## src/rtl/stack_machine_execute_unit_defines.svh

```systemverilog
// Assertion macros shared by the stack machine execute unit.
`ifndef STACK_MACHINE_EXECUTE_UNIT_DEFINES_SVH
`define STACK_MACHINE_EXECUTE_UNIT_DEFINES_SVH

// Same-cycle implication, sampled on clk and disabled in reset.
`define SMEU_ASSERT_NOW(lbl, ante, cons, msg) \
	lbl: assert property (@(posedge clk) disable iff (!arst_n) (ante) |-> (cons)) \
		else $error(msg);

// Next-cycle implication, sampled on clk and disabled in reset.
`define SMEU_ASSERT_NEXT(lbl, ante, cons, msg) \
	lbl: assert property (@(posedge clk) disable iff (!arst_n) (ante) |=> (cons)) \
		else $error(msg);

`endif

```

## src/rtl/smeu_pkg.sv

```systemverilog
// ----------------------------------------------------------------------------
// smeu_pkg
// Opcodes, status codes, defaults and control types of the execute unit.
// ----------------------------------------------------------------------------
package smeu_pkg;

	localparam int MEMORY_WORDS_DEF       = 256;
	localparam int DATA_STACK_DEPTH_DEF   = 64;
	localparam int RETURN_STACK_DEPTH_DEF = 16;
	localparam int PC_BITS_DEF            = 16;

	localparam logic [3:0] OP_PUSH  = 4'd0;
	localparam logic [3:0] OP_POP   = 4'd1;
	localparam logic [3:0] OP_ADD   = 4'd2;
	localparam logic [3:0] OP_SUB   = 4'd3;
	localparam logic [3:0] OP_MUL   = 4'd4;
	localparam logic [3:0] OP_DIV   = 4'd5;
	localparam logic [3:0] OP_LOAD  = 4'd6;
	localparam logic [3:0] OP_STORE = 4'd7;
	localparam logic [3:0] OP_JUMP  = 4'd8;
	localparam logic [3:0] OP_JIF   = 4'd9;
	localparam logic [3:0] OP_CALL  = 4'd10;
	localparam logic [3:0] OP_RET   = 4'd11;
	localparam logic [3:0] OP_HALT  = 4'd12;
	localparam logic [3:0] OP_DEBUG = 4'd13;

	localparam logic [3:0] ST_OK      = 4'd0;
	localparam logic [3:0] ST_UNDER   = 4'd1;
	localparam logic [3:0] ST_OVER    = 4'd2;
	localparam logic [3:0] ST_DIVZERO = 4'd3;
	localparam logic [3:0] ST_RUNDER  = 4'd4;
	localparam logic [3:0] ST_ROVER   = 4'd5;
	localparam logic [3:0] ST_BADADDR = 4'd6;
	localparam logic [3:0] ST_BADTGT  = 4'd7;
	localparam logic [3:0] ST_UNKNOWN = 4'd8;
	localparam logic [3:0] ST_NOTRUN  = 4'd9;

	typedef struct packed {
		logic load;
		logic read;
		logic div_start;
		logic commit;
	} cmd_t;

	typedef struct packed {
		logic clearing;
		logic need_div;
		logic div_busy;
		logic out_free;
	} sts_t;

endpackage

```

## src/rtl/smeu_ctrl.sv

```systemverilog
// ----------------------------------------------------------------------------
// smeu_ctrl
// Sequencer that steps one instruction through read and execute, plus divide when needed.
// ----------------------------------------------------------------------------
module smeu_ctrl (
	input  logic                clk,
	input  logic                arst_n,
	input  logic                in_valid,
	output logic                in_ready,
	input  smeu_pkg::sts_t      sts,
	output smeu_pkg::cmd_t      cmd
);
	import smeu_pkg::*;

	localparam logic [1:0] S_IDLE = 2'd0;
	localparam logic [1:0] S_READ = 2'd1;
	localparam logic [1:0] S_EXEC = 2'd2;
	localparam logic [1:0] S_DIV  = 2'd3;

	logic [1:0] state_q;
	logic [1:0] state_d;

	assign in_ready = (state_q == S_IDLE) && !sts.clearing;

	always_comb begin
		state_d = state_q;
		cmd     = '0;
		case (state_q)
			S_IDLE: begin
				if (in_valid && in_ready) begin
					cmd.load = 1'b1;
					state_d  = S_READ;
				end
			end
			S_READ: begin
				cmd.read = 1'b1;
				state_d  = S_EXEC;
			end
			S_EXEC: begin
				if (sts.need_div) begin
					cmd.div_start = 1'b1;
					state_d       = S_DIV;
				end else if (sts.out_free) begin
					cmd.commit = 1'b1;
					state_d    = S_IDLE;
				end
			end
			S_DIV: begin
				if (!sts.div_busy && sts.out_free) begin
					cmd.commit = 1'b1;
					state_d    = S_IDLE;
				end
			end
			default: begin
				state_d = S_IDLE;
			end
		endcase
	end

	always_ff @(posedge clk or negedge arst_n) begin
		if (!arst_n) begin
			state_q <= S_IDLE;
		end else begin
			state_q <= state_d;
		end
	end

endmodule

```

## config.mk

```make
export PLATFORM = sky130hd
export DESIGN_NAME = smeu_ctrl
export DESIGN_NICKNAME = d
export VERILOG_FILES = /design/src/rtl/stack_machine_execute_unit_defines.svh /design/src/rtl/smeu_pkg.sv /design/src/rtl/smeu_ctrl.sv
export SDC_FILE = /design/constraint.sdc
export NUM_CORES = 1
export LEC_CHECK = 0
export ABC_AREA = 1
export ABC_CLOCK_PERIOD_IN_PS = 1190
export BUFFER_PORTS_ARGS = -buffer_cell sky130_fd_sc_hd__buf_2
export CORE_AREA = 10 10 47 49
export DETAILED_ROUTE_END_ITERATION = 8
export DIE_AREA = 0 0 57 59
export PLACE_DENSITY = 0.32
export RECOVER_POWER = 25
export SLEW_MARGIN = 15
export SYNTH_ARGS = -nofsm -noshare
export SYNTH_HDL_FRONTEND = slang
export SYNTH_SLANG_ARGS = --single-unit
```

## constraint.sdc

```tcl
create_clock -name clk -period 1.19 [get_ports clk]
set_input_delay 0.119 -clock clk [delete_from_list [all_inputs] [get_ports clk]]
set_output_delay 0.119 -clock clk [all_outputs]
set_load 0.005 [all_outputs]
```

==> impl_metrics.csv <==
group,metric,value,unit
worst_setup_path,crit_path_start_kind,"register",
timing,slew-limit-headroom,0.8838,
layout,nNetsFinal,53,
flow_run,drv_cap,0,
worst_setup_path,critical_path.cell_chain,"nor2_4, nand3_2, o21ai_1, buf_2",
power_and_ir_drop,p_leak,0.1769,nW
worst_setup_path,worst_ep_required_time,1.07,ns
worst_hold_path,hold_path_depth,3,
worst_setup_path,r2r_cells,6,
clock_tree,worst_skew_pair.late_latency,0.22,ns
floorplanning,ioPinCount,12,
synthesis,syn_area,161.4,sq um
timing,worst_slew_pin_slew,0.1724,ns
synthesis,syn_nets,35,
clock_tree,cts_root_buffer,"clkbuf_4",
placed_design,dp.cells,55,
placed_design,place_area,236.5,sq um
floorplanning,core-area,1401,sq um
route,routed-via-count,226,
clock_tree,cts_sinks,2,
timing,slew_viol_final,0,
timing,fmax,851.6,MHz
power_and_ir_drop,powerDensity,2184,nW/um^2
route,wirelength,554,um
timing,rsz0062_at_grt,"true",
synthesis,synth.distinct_cells,11,
layout,final_common_cell,"buf_2",
route,ant_nets,0,
power_and_ir_drop,max-vdd-ir-drop,0.0007001,V
power_and_ir_drop,total_power,0.6557,mW
worst_hold_path,min-delay-start,"sts[2]",
placed_design,dpl.hpwl,447.8,um
layout,largest_reg_flops,2,
clock_tree,cts_made_buffers,3,
route,via_per_inst,3.767,
global_routing,grt_usage,0.03364,
route,drc,0,
synthesis,avgSynthCellArea,5.764,sq um
worst_hold_path,hp-class,"input pin to register",
floorplanning,die_h,59,um
clock_tree,cts_tree,"done",
global_routing,grt_pass1_wl,855,um
global_routing,grt_pass1_vias,225,
layout,fin_area,300.3,sq um
worst_setup_path,crit_slowest_cell,"dfrtp_2",
floorplanning,die-area,3363,sq um
layout,n_antenna_cell,0,
timing,hold_slack,0.1795,ns
floorplanning,die_w,57,um
worst_setup_path,max_stage_delay,0.45,ns
synthesis,synth_seq_area_share,0.3101,
timing,setup_tns,0,ns
layout,top_register,"state_q",
worst_setup_path,r2r_slack,0.15,ns
route,avgRoutedWirePerCell,9.233,um
layout,finalNonFillerCells,60,
clock_tree,path_clk_slew,0.03,ns
worst_setup_path,arrival,1.06,ns
synthesis,synthTopCellsByArea,"dfrtp_1 (31%), inv_1 (16%), nand2_1 (16%)",
timing,min_period,1.174,ns
worst_hold_path,min_to,"state_q[1]",
status,status,"finished, final reports clean",
worst_setup_path,endpoint_kind,"primary output",
placed_design,port_buffers,11,
layout,reg_top3,"state_q (2)",
layout,drive_gt1_frac,0.5000,
route,drt_iter0_markers,3,
synthesis,yosysTopAreaCell,"dfrtp_1",
global_routing,grt_max_degree,6,
timing,fin_crit_sh,0.9868,
placed_design,dp_slack,0.1925,ns
floorplanning,rows,14,
layout,area_growth,86.05,%
timing,finClkSkew,0.001104,ns
placed_design,place_congestion,0.6718,
worst_setup_path,r2r-end,"state_q[0]",
clock_tree,htreeDepth,1,
layout,final_core_utilization,0.2143,
synthesis,yosysWarningCount,0,
worst_setup_path,crit_fanout,5,
worst_setup_path,reg2reg_from,"state_q[1]",
synthesis,synth-seq-cells,2,
synthesis,syn_inst,28,
timing,setup_viol,0,
layout,final_cell_mix,"buf_2 (10), nand2_1 (7), inv_1 (6)",
timing,setup_ws,0.01568,ns
timing,hold_viol,0,
global_routing,grt_overflow_total,0,
global_routing,antenna_found_initial,0,
clock_tree,clock_path_buffers,2,
worst_setup_path,path_class,"register to primary output",
floorplanning,start_util,0.1152,
synthesis,yosys.area.top_type_share,0.3101,
route,drtPass1Iterations,4,
-- per-layer routing --
metal	wire, um	global-route usage
met1	196	0.02479
met2	342	0.06047
met3	15	0.01931
met4	0	0.03020
met5	0	0
-- cell type report --
type | count | area, sq um
clock buffer | 3 | 22.52
inverter | 8 | 30.03
timing repair buffer | 13 | 71.32
tap | 16 | 20.02
multi-input combinational | 18 | 103.9
sequential | 2 | 52.55
fill | 176 | 1101
-- synth_stat cells (all sizes together) --
library cell,n
nand2,7
a21oi,1
o21ai,2
inv,8
nand3,1
dfrtp,2
nand4,2
nor3,1
nor2,4
-- kinds of logic after synthesis --
logic type	after synthesis	synth area share
buffers and inverters	8	0.1861
and+or+nand+nor	15	0.4108
DFF	2	0.3101
AOI/OAI and AO/OA	3	0.09300
-- timing repair --
item,CTS,global route
hold buffers,1,0
buffers inserted,0,1
hold endpoints to repair,2,0
setup endpoints to repair,2,4
pin swaps,1,2
resized for setup,0,9
-- power by group --
part,internal [mW],total [mW],switching [mW]
clock,0.111,0.150,0.0383
combinational,0.152,0.326,0.174
sequential,0.112,0.180,0.0683
total,0.375,0.656,0.281
-- how the worst max path moves through the flow --
stage	to	startpoint	slack, ns
6_report	cmd[0]	state_q[0]	0.02
2_1_floorplan	cmd[3]	state_q[1]	0.34
4_1_cts	cmd[3]	state_q[1]	-0.06
5_1_grt	cmd[1]	state_q[0]	-0.05
3_5_place_dp	cmd[3]	state_q[0]	0.19
3_3_place_gp	cmd[0]	state_q[0]	0.19
-- critical path: cells and delay by family, from the launching register on --
kind | cells | cell delay [ns]
compound gates | 1 | 0.06
buf+inv | 1 | 0.12
flops | 1 | 0.45
simple gates | 2 | 0.20
No activity file was read; power rests on OpenSTA's default activity.
